### config.mk
export PLATFORM = sky130hd
export DESIGN_NAME = fifo_byte_capacity_cache_core
export DESIGN_NICKNAME = d
export VERILOG_FILES = /design/src/fbcc_pkg.sv /design/src/fbcc_cell.sv /design/src/fbcc_chain.sv /design/src/fifo_byte_capacity_cache_core.sv
export SDC_FILE = /design/constraint.sdc
export NUM_CORES = 2
export LEC_CHECK = 0
export ABC_AREA = 0
export BUFFER_PORTS_ARGS = -buffer_cell sky130_fd_sc_hd__buf_2
export CAP_MARGIN = 25
export CORE_MARGIN = 2
export CORE_UTILIZATION = 45
export CTS_CLUSTER_SIZE = 25
export DETAILED_ROUTE_END_ITERATION = 8
export SLEW_MARGIN = 20
export SYNTH_ARGS = -nofsm -noshare
export SYNTH_HDL_FRONTEND = slang
export SYNTH_SLANG_ARGS = --single-unit
export TNS_END_PERCENT = 30
### constraint.sdc
create_clock -name clock -period 17.58 [get_ports clock]
set_clock_uncertainty 0.2 [all_clocks]
set_input_delay 0 -clock clock [delete_from_list [all_inputs] [get_ports clock]]
set_output_delay 0 -clock clock [all_outputs]
set_load 0.01 [all_outputs]
### src/fbcc_pkg.sv
`timescale 1ns / 1ps

package fbcc_pkg;

   // Ring size and derived widths.
   localparam int MAX_ENTRIES = 32;
   localparam int SLOT_W      = $clog2(MAX_ENTRIES);
   localparam int COUNT_W     = $clog2(MAX_ENTRIES + 1);

   // Field widths.
   localparam int ID_W   = 16;
   localparam int SIZE_W = 32;
   localparam int CAP_W  = 40;

   localparam logic [CAP_W-1:0] CAP_RESET = CAP_W'(1048576);

   // One request item.
   typedef struct packed {
      logic [ID_W-1:0]   object_id;
      logic [SIZE_W-1:0] object_size;
   } req_type;

   // One result item.
   typedef struct packed {
      logic              is_eviction;
      logic [ID_W-1:0]   evicted_id;
      logic [SIZE_W-1:0] evicted_size;
      logic              hit;
      logic              too_large;
      logic [CAP_W-1:0]  bytes_in_use;
      logic              last;
   } rsp_type;

   // Contents of one cell of the ring.
   typedef struct packed {
      logic [ID_W-1:0]   id;
      logic [SIZE_W-1:0] size;
   } entry_type;

   // Controls sent from the sequencer to the row of cells.
   typedef struct packed {
      logic              rotate;
      logic              load;
      logic [SLOT_W-1:0] load_slot;
      entry_type         load_entry;
   } chain_ctrl_type;

   typedef enum logic [1:0] {
      ST_IDLE,
      ST_SEARCH,
      ST_RESOLVE
   } state_type;

endpackage

### src/fbcc_cell.sv
`timescale 1ns / 1ps

module fbcc_cell (
   input  logic                 clock,
   input  logic                 shift_en,
   input  logic                 load_en,
   input  fbcc_pkg::entry_type  nbr_entry,
   input  fbcc_pkg::entry_type  load_entry,
   output fbcc_pkg::entry_type  entry
);
   import fbcc_pkg::*;

   entry_type entry_ff;

   // A cell is written with a new entry, else takes its neighbor's entry on a shift.
   always_ff @(posedge clock) begin
      if (load_en) begin
         entry_ff <= load_entry;
      end else if (shift_en) begin
         entry_ff <= nbr_entry;
      end
   end

   assign entry = entry_ff;

endmodule

### src/fbcc_chain.sv
`timescale 1ns / 1ps

module fbcc_chain (
   input  logic                     clock,
   input  fbcc_pkg::chain_ctrl_type ctrl,
   output fbcc_pkg::entry_type      head
);
   import fbcc_pkg::*;

   entry_type cell_out [MAX_ENTRIES];

   // The cells form a ring; on a rotate every cell takes the entry of the
   // cell after it, so between items the oldest entry is found at cell zero.
   for (genvar i = 0; i < MAX_ENTRIES; i++) begin : g_cell
      localparam int NEXT = (i + 1) % MAX_ENTRIES;

      fbcc_cell u_cell (
         .clock      (clock),
         .shift_en   (ctrl.rotate),
         .load_en    (ctrl.load && (ctrl.load_slot == SLOT_W'(i))),
         .nbr_entry  (cell_out[NEXT]),
         .load_entry (ctrl.load_entry),
         .entry      (cell_out[i])
      );
   end

   assign head = cell_out[0];

endmodule

### src/fifo_byte_capacity_cache_core.sv
`timescale 1ns / 1ps

// Channel  Direction  Handshake              Contents
// req      in         req_valid/req_ready    object id and size
// rsp      out        rsp_valid/rsp_ready    eviction or final result
// csr      in         csr_wr_en              capacity in bytes
//
// An item is accepted in idle and searched while the whole ring of cells
// rotates once, one entry past the compare at the head per cycle. It is then
// resolved with one more rotate for each eviction before its final result.
// Reset (synchronous) empties the list and restores the default capacity.
// A stalled result holds the sequencer.

module fifo_byte_capacity_cache_core (
   input  logic                         clock,
   input  logic                         reset,
   input  logic                         req_valid,
   output logic                         req_ready,
   input  fbcc_pkg::req_type            req_data,
   output logic                         rsp_valid,
   input  logic                         rsp_ready,
   output fbcc_pkg::rsp_type            rsp_data,
   input  logic                         csr_wr_en,
   input  logic [fbcc_pkg::CAP_W-1:0]   csr_wr_data
);
   import fbcc_pkg::*;

   state_type            state_ff, state_in;
   logic [SLOT_W-1:0]    step_ff, step_in;
   logic                 hit_ff, hit_in;
   logic [COUNT_W-1:0]   count_ff, count_in;
   logic [CAP_W-1:0]     bytes_ff, bytes_in;
   logic [CAP_W-1:0]     cap_ff;
   req_type              req_ff;
   logic                 rsp_valid_ff, rsp_valid_in;
   rsp_type              rsp_ff, rsp_in;

   chain_ctrl_type       ctrl;
   entry_type            head;
   logic                 slot_free;
   logic [CAP_W:0]       sum_bytes;
   logic                 over_cap;
   logic                 too_large;
   logic                 evict_now;
   logic [CAP_W-1:0]     head_size_ext;

   // Ring of cells holding the entries, oldest at the head.
   fbcc_chain u_chain (
      .clock (clock),
      .ctrl  (ctrl),
      .head  (head)
   );

   // Fit checks against the capacity.
   assign slot_free     = !rsp_valid_ff || rsp_ready;
   assign sum_bytes     = {1'b0, bytes_ff} + (CAP_W + 1)'(req_ff.object_size);
   assign over_cap      = sum_bytes > {1'b0, cap_ff};
   assign too_large     = CAP_W'(req_ff.object_size) > cap_ff;
   assign evict_now     = (count_ff != '0) &&
                          (over_cap || (count_ff == COUNT_W'(MAX_ENTRIES)));
   assign head_size_ext = CAP_W'(head.size);

   // Control registers.
   always_ff @(posedge clock) begin
      if (reset) begin
         state_ff     <= ST_IDLE;
         step_ff      <= '0;
         hit_ff       <= 1'b0;
         count_ff     <= '0;
         bytes_ff     <= '0;
         cap_ff       <= CAP_RESET;
         rsp_valid_ff <= 1'b0;
      end else begin
         state_ff     <= state_in;
         step_ff      <= step_in;
         hit_ff       <= hit_in;
         count_ff     <= count_in;
         bytes_ff     <= bytes_in;
         rsp_valid_ff <= rsp_valid_in;
         if (csr_wr_en) begin
            cap_ff <= csr_wr_data;
         end
      end
   end

   // Payload registers.
   always_ff @(posedge clock) begin
      if (req_valid && req_ready) begin
         req_ff <= req_data;
      end
      rsp_ff <= rsp_in;
   end

   // Sequencer: accept, search the ring, then evict and close the item.
   always_comb begin
      state_in         = state_ff;
      step_in          = step_ff;
      hit_in           = hit_ff;
      count_in         = count_ff;
      bytes_in         = bytes_ff;
      rsp_valid_in     = rsp_valid_ff && !rsp_ready;
      rsp_in           = rsp_ff;
      req_ready        = 1'b0;
      ctrl             = '0;
      ctrl.load_slot   = count_ff[SLOT_W-1:0];
      ctrl.load_entry  = '{id: req_ff.object_id, size: req_ff.object_size};

      case (state_ff)
         ST_IDLE: begin
            req_ready = 1'b1;
            if (req_valid) begin
               step_in  = '0;
               hit_in   = 1'b0;
               state_in = ST_SEARCH;
            end
         end

         ST_SEARCH: begin
            // A full turn of the ring leaves the entries in their old order.
            ctrl.rotate = 1'b1;
            if ((COUNT_W'(step_ff) < count_ff) && (head.id == req_ff.object_id)) begin
               hit_in = 1'b1;
            end
            step_in = step_ff + 1'b1;
            if (step_ff == SLOT_W'(MAX_ENTRIES - 1)) begin
               state_in = ST_RESOLVE;
            end
         end

         ST_RESOLVE: begin
            if (slot_free) begin
               rsp_valid_in = 1'b1;
               rsp_in       = '0;
               if (hit_ff) begin
                  rsp_in.hit          = 1'b1;
                  rsp_in.bytes_in_use = bytes_ff;
                  rsp_in.last         = 1'b1;
                  state_in            = ST_IDLE;
               end else if (evict_now) begin
                  // Drop the oldest entry and report it.
                  ctrl.rotate = 1'b1;
                  count_in    = count_ff - 1'b1;
                  bytes_in    = (bytes_ff >= head_size_ext) ?
                                (bytes_ff - head_size_ext) : '0;
                  rsp_in.is_eviction  = 1'b1;
                  rsp_in.evicted_id   = head.id;
                  rsp_in.evicted_size = head.size;
                  rsp_in.bytes_in_use = bytes_in;
               end else if (too_large) begin
                  bytes_in            = '0;
                  rsp_in.too_large    = 1'b1;
                  rsp_in.bytes_in_use = '0;
                  rsp_in.last         = 1'b1;
                  state_in            = ST_IDLE;
               end else begin
                  // Append the new object as the newest entry.
                  ctrl.load           = 1'b1;
                  count_in            = count_ff + 1'b1;
                  bytes_in            = sum_bytes[CAP_W-1:0];
                  rsp_in.bytes_in_use = sum_bytes[CAP_W-1:0];
                  rsp_in.last         = 1'b1;
                  state_in            = ST_IDLE;
               end
            end
         end

         default: begin
            state_in = ST_IDLE;
         end
      endcase
   end

   assign rsp_valid = rsp_valid_ff;
   assign rsp_data  = rsp_ff;

   // The live count never exceeds the number of cells.
   assert property (@(posedge clock) disable iff (reset)
      count_ff <= COUNT_W'(MAX_ENTRIES))
      else $error("entry count beyond ring size");

   // An accepted item always starts a search.
   assert property (@(posedge clock) disable iff (reset)
      (req_valid && req_ready) |=> (state_ff == ST_SEARCH))
      else $error("accepted item did not start a search");

   // Each eviction removes exactly one entry.
   assert property (@(posedge clock) disable iff (reset)
      (state_ff == ST_RESOLVE && slot_free && !hit_ff && evict_now)
         |=> (count_ff == $past(count_ff) - 1'b1))
      else $error("eviction did not remove one entry");

   // An eviction result is never the final result of an item.
   assert property (@(posedge clock) disable iff (reset)
      (rsp_valid_ff && rsp_ff.is_eviction) |-> !rsp_ff.last)
      else $error("eviction result marked last");

   // The ring is not touched while the cache is waiting for a request.
   assert property (@(posedge clock) disable iff (reset)
      (state_ff == ST_IDLE) |-> (!ctrl.rotate && !ctrl.load))
      else $error("ring changed while idle");

endmodule
* Word level (Yosys, flattened, before mapping) *
Cells that the tools add are included.

word-level totals
  memories = 0
  bits in read-only memories = 0
  output and inout port bits = 94
  RAM bits = 0
  bits in registers = 1771
  logic and storage cells = 314
  latch bits = 0
  bits of input ports = 93

operators by class
  muxes and demuxes = 97
  multiply operators = 0
  magnitude comparators = 4
  equality and inequality tests = 42
  bitwise logic cells = 2
  div/mod/pow operators = 0
  add/sub/neg operators = 5
  reduce and logical (&&, ||, !) cells = 84
  shift operators = 0

operators by type and width
  kind                                                                   count
  48-bit 2-to-1 mux                                                      64
  40-bit 2-to-1 mux                                                      4
  5-bit equality test, second input constant                             17
  41-bit 2-to-1 mux                                                      2
  2-bit nonzero test                                                     33
  49-bit 2-to-1 mux                                                      1
  40-bit by 32-bit adder with 41-bit output                              1
  41-bit by 40-bit greater-than comparator with 1-bit output             1
  5-bit by 4-bit equality test with 1-bit output, second input constant  8
  40-bit by 32-bit greater-or-equal comparator with 1-bit output         1
  32-bit by 40-bit greater-than comparator with 1-bit output             1
  40-bit by 32-bit subtractor with 40-bit output                         1
  1-bit logical AND                                                      36
  5-bit by 3-bit equality test with 1-bit output, second input constant  4
  16-bit equality test                                                   1
  2-bit 2-to-1 mux                                                       7
  1-bit 2-to-1 mux                                                       12
  6-bit 2-to-1 mux                                                       2
  5-bit by 2-bit equality test with 1-bit output, second input constant  2
  5-bit one-hot mux with 2 select lines                                  1
  2-bit inequality test, second input constant                           4
  4-bit AND reduction                                                    2
  6-bit by 1-bit adder with 6-bit output, second input constant          1
  6-bit equality test, second input constant                             1
  20 further kinds                                                       27

* Logic depth before layout (Yosys ltp) *
  depth in word-level cells = 10
  gate-level depth with buffers = 30
  mapped depth without buffers = 28

* Cells and area by module *
A second synthesis with hierarchy kept.

second synthesis, totals
  cell total of the unflattened synthesis = 4876
  area, all modules = 81456.9 µm²

modules (own cells, without submodules)
  module                         instances  area each (µm²)  sequential area each (µm²)  cells each
  fbcc_cell                      32         2067.0           1441.4                      102
  fifo_byte_capacity_cache_core  1          15079.5          6105.9                      1565
  fbcc_chain                     1          234.0            0.0                         47

* Least setup slack after synthesis *
Ideal clock, no wire load.

  kind = reg-to-reg
  start = reg req_ff, in the netlist ctrl[18]
  end = reg u_chain.g_cell[21].u_cell.entry_ff, in the netlist u_chain.g_cell[21].u_cell.entry[0], enable pin
  slack = 10.657 ns
  data arrival time = 6.310 ns
  library setup time = 0.413 ns
  clock period less this slack = 6.923 ns
  cell stages (with the launch flop) = 26
  buffers on the path = 5
  cell sequence = edfxtp_1 ha_1 clkbuf_1 nand3_1 nor3_1 o2111ai_1 nand3_1 o211ai_1 o31ai_1 nor3b_1 xor2_1 ha_1 nand4_1 nor4_1 nand3_1 o21ai_0 o221ai_1 o22ai_4 inv_4 nor3_4 buf_4 and3_1 buf_2 buf_2 buf_4 nand2b_1

between the ends
  longest elaborated chain between the ends = 10

RTL lines
  element                                                     RTL line                              text
  start, declared                                             fifo_byte_capacity_cache_core.sv:34   req_type req_ff;
  start signal, assigned                                      fifo_byte_capacity_cache_core.sv:89   req_ff <= req_data;
  40-bit by 32-bit adder with 41-bit output                   fifo_byte_capacity_cache_core.sv:56   assign sum_bytes = {1'b0, bytes_ff} + (CAP_W + 1)'(req_ff.object_size);
  41-bit by 40-bit greater-than comparator with 1-bit output  fifo_byte_capacity_cache_core.sv:57   assign over_cap = sum_bytes > {1'b0, cap_ff};
  1-bit logical OR                                            fifo_byte_capacity_cache_core.sv:60   (over_cap || (count_ff == COUNT_W'(MAX_ENTRIES)));
  1-bit logical AND                                           fifo_byte_capacity_cache_core.sv:59   assign evict_now = (count_ff != '0) &&
  1-bit 2-to-1 mux                                            fifo_byte_capacity_cache_core.sv:139  end else if (evict_now) begin
  2-bit 2-to-1 mux (*)                                        fifo_byte_capacity_cache_core.sv:134  if (hit_ff) begin
  2-bit 2-to-1 mux (*)                                        fifo_byte_capacity_cache_core.sv:131  if (slot_free) begin
  1-bit 2-to-1 mux                                            fifo_byte_capacity_cache_core.sv:108  case (state_ff)
  1-bit logical AND                                           fbcc_chain.sv:20                      .load_en (ctrl.load && (ctrl.load_slot == SLOT_W'(i))),
  2-bit nonzero test (no line) (*)                            -
  end signal, assigned                                        fbcc_cell.sv:18                       entry_ff <= load_entry;
  end signal, assigned                                        fbcc_cell.sv:20                       entry_ff <= nbr_entry;
  end, declared                                               fbcc_cell.sv:13                       entry_type entry_ff;

Every way passes the cells marked *; elsewhere a longest branch is shown, timed or not.
A chain may end at the register's enable or synchronous reset.

* Final worst setup path *
  start = reg req_ff, in the netlist ctrl[17]
  end = reg u_chain.g_cell[8].u_cell.entry_ff, in the netlist u_chain.g_cell[8].u_cell.entry[21], enable pin

between the ends
  longest elaborated chain between the ends = 10

RTL lines
  element                                                     RTL line
  40-bit by 32-bit adder with 41-bit output                   fifo_byte_capacity_cache_core.sv:56
  41-bit by 40-bit greater-than comparator with 1-bit output  fifo_byte_capacity_cache_core.sv:57
  1-bit logical OR                                            fifo_byte_capacity_cache_core.sv:60
  1-bit logical AND                                           fifo_byte_capacity_cache_core.sv:59
  1-bit 2-to-1 mux                                            fifo_byte_capacity_cache_core.sv:139
  2-bit 2-to-1 mux (*)                                        fifo_byte_capacity_cache_core.sv:134
  2-bit 2-to-1 mux (*)                                        fifo_byte_capacity_cache_core.sv:131
  1-bit 2-to-1 mux                                            fifo_byte_capacity_cache_core.sv:108
  1-bit logical AND                                           fbcc_chain.sv:20
  2-bit nonzero test (no line) (*)                            -
  end signal, assigned                                        fbcc_cell.sv:18
  end signal, assigned                                        fbcc_cell.sv:20
  end, declared                                               fbcc_cell.sv:13

Marked as above.

==> flow_metrics.py <==
metrics = {
    "detailed_routing": {
        "drc_errors": 0,
        "drtIter0Drc": 3620,
        "ant_nets": 0,
        "via_per_inst": 5.68,
        "routedWlPerCell_um": 27.3,
        "firstDrtPassIters": 8,
        "wl_um": 216000,
        "vias": 44890,
    },
    "place": {
        "dp_cells": 7290,
        "gp_congestion": 0.918,
        "port_buffers": 186,
        "dpl.hpwl_um": 131000,
        "pre_cts_ws_ps": 7660,
    },
    "final_layout": {
        "area_delta_synth_final_pct": 14.8,
        "instances_no_fill": 7902,
        "layout_commonest_cell": "edfxtp_1",
        "drive_above_1_share_pct": 37.3,
        "mostFrequentLayoutCells": "edfxtp_1, mux2_2, dlygate4sd3_1",
        "layout.nets": 5649,
    },
    "die": {
        "die_height_um": 426,
        "initial_core_util_pct": 45.4,
        "die_w_um": 426,
        "die_area_um2": 182000,
        "rows": 154,
        "core_area_um2": 177000,
        "ios": 187,
    },
    "global_route": {
        "grtUsageTotal_pct": 23.6,
        "gr-total-overflow": 0,
        "antenna_found_initial": 11,
        "grt_pass1_wl_um": 316000,
        "grt_pass1_vias": 45993,
        "grt_max_degree": 53,
    },
    "critical_path": {
        "critPathMaxFanout": 48,
        "criticalPathCategory": "flip-flop to flip-flop",
        "end_kind": "flip-flop",
        "cp-start-kind": "flip-flop",
        "worstPathRequired_ps": 17810,
        "critPathArrivalTime_ps": 9680,
    },
    "synthesis": {
        "synth_edf_count": 1676,
        "yosysTopAreaCellShare_pct": 62.7,
        "ys_top_cells_by_area": "edfxtp_1, mux2_2, dfxtp_1, ha_1, mux2_1",
        "postSynthAreaPerCell_um2": 16.0,
        "ys_warn_count": 0,
        "synth_top_cell_by_area": "edfxtp_1",
        "synthDistinctLibCells": 79,
        "synth_ff_type": "edfxtp_1",
        "synthArstFlopShare_pct": 0,
        "seq_area_frac_synth_pct": 65.1,
        "postSynthNetCount": 5267,
        "synthesis.area_um2": 80300,
        "ys_ff_latch": 1771,
        "syn_inst": 5022,
    },
    "power": {
        "power_density_nw_per_um2": 139,
        "power_leakage_uw": 0.0319,
        "ir_drop_mv": 0.101,
    },
    "timing": {
        "timing.final.ws_setup_ps": 8130,
        "tns_ps": 0,
        "drv_slew": 0,
        "slew_headroom_pct": 27.4,
        "max_freq_mhz": 106,
        "period_share_pct": 53.8,
        "finalWorstPathRequiredPeriod_ps": 9450,
        "grt_setup_unrepaired": "no",
        "hold_viol": 0,
        "setup_violations": 0,
        "tightest_slew_ps": 1090,
    },
    "clock_tree": {
        "cts.clk_slew.worst_paths_ps": 60,
        "numCtsBuffers": 188,
        "clock-sinks": 1771,
        "worstSkewPairLatency_ps": 820,
        "post_cts_buffers": 0,
        "clockBufferDepth": 3,
        "cts-root-buf": "clkbuf_16",
        "htreeDepth": 4,
        "cts_tree": "built",
    },
    "run_status": {
        "status": "complete, no violations",
    },
    "hold_path": {
        "hp-class": "input pin to flip-flop",
    },
    "flow_run": {
        "cap_violations": 0,
    },
}
final cells by class:
cell class	count	area [µm²]
timing repair buffer	587	4610
multi-input combinational	2726	25900
antenna	1	2.50
sequential	1771	52200
inverter	130	494
tap	2340	2930
clock buffer	240	5000
fill	14268	84500
clock inverter	107	958
per-stage QoR:
stage	power (µW)	cell area (µm²)	util (%)	hold WS (ps)
6_report	12800	92200	52.2	155
5_1_grt	13300	92200	52.2	149
4_1_cts	12900	92100	52.2	83.7
3_5_place_dp	8940	83600	47.3	-21.9
3_3_place_gp	8910	83500	47.3	-23.7
2_1_floorplan	7790	80300	-	-101
registers in the layout (all words and copies together), names as in the netlist:
signal,flops
u_chain.g_cell.u_cell.entry,1536
step_ff,5
rsp_valid,1
rsp_data,92
state_ff,2
hit_ff,1
bytes_ff,40
ctrl,48
cap_ff,40
count_ff,6
cell usage after synthesis, types with 27 or more instances:
cell and count:
dfxtp_1 95, mux2_2 1409, a211oi_1 48, nand3_1 27
nand2_1 90, mux2i_1 48, and3_1 38, ha_1 149
a21o_1 37, clkbuf_1 239, xor2_1 27, nand2b_1 32
nand4_1 35, mux2_1 129, edfxtp_1 1676, o21ai_0 60
inv_1 128, nor2_1 161, xnor2_1 60, a21oi_1 121
a221oi_1 37, buf_2 110
kinds of logic after synthesis:
logic type | Yosys count | share of synthesized area (%)
xor+xnor | 87 | 0.949
compound gates | 434 | 3.66
fa+ha+maj | 152 | 2.40
buf+inv | 525 | 2.82
simple gates | 467 | 2.91
mux | 1586 | 22.2
flops | 1771 | 65.1
power breakdown:
| group | leakage, µW | switching [µW] | internal (µW) |
|---|---|---|---|
| clock | 0.00288 | 1700 | 2170 |
| combinational | 0.0130 | 1900 | 987 |
| sequential | 0.0160 | 267 | 5760 |
| total | 0.0319 | 3870 | 8920 |
final timing paths:
kind,to,slack [ps],cells after the start,from
setup reg to reg,u_chain.g_cell[8].u_cell.entry[21],8130,24,ctrl[17]
hold / removal,step_ff[1],160,5,req_valid
setup / recovery,u_chain.g_cell[8].u_cell.entry[21],8130,24,ctrl[17]
hold reg to reg,state_ff[0],300,2,state_ff[0]
worst max-delay path, stage by stage (launching register included):
cell	delay (ps)
edfxtp_1	350
buf_4	260
ha_1	470
nand3_1	210
nor3_1	430
o2111ai_1	210
nand3_1	170
o211ai_1	280
o31ai_1	690
nor3b_1	440
xor2_1	140
ha_1	310
nand4_1	140
nor4_1	470
nand3_1	120
o21ai_0	120
o221ai_1	200
o22ai_4	480
inv_4	350
nor3_4	450
buf_8	240
nand3_2	700
buf_4	600
nand2_2	110
buf_4	730
routing by layer:
metal  wire [µm]  GRT usage [%]  vias up  part of all wire (%)
met1       97400           33.0    23330                    45
met4        5080           6.23        2                   2.4
met5          14              0        -                0.0065
met3       11800           3.75      280                   5.5
met2      101000           38.1     1254                    47
li1            -              -    20024                     -
repair_timing:
item / in CTS / in global routing
resized for setup: 0 / 0
hold buffers: 263 / 0
endpoints found under the hold margin: 188 / 0
(Power assumes the default switching activity.)
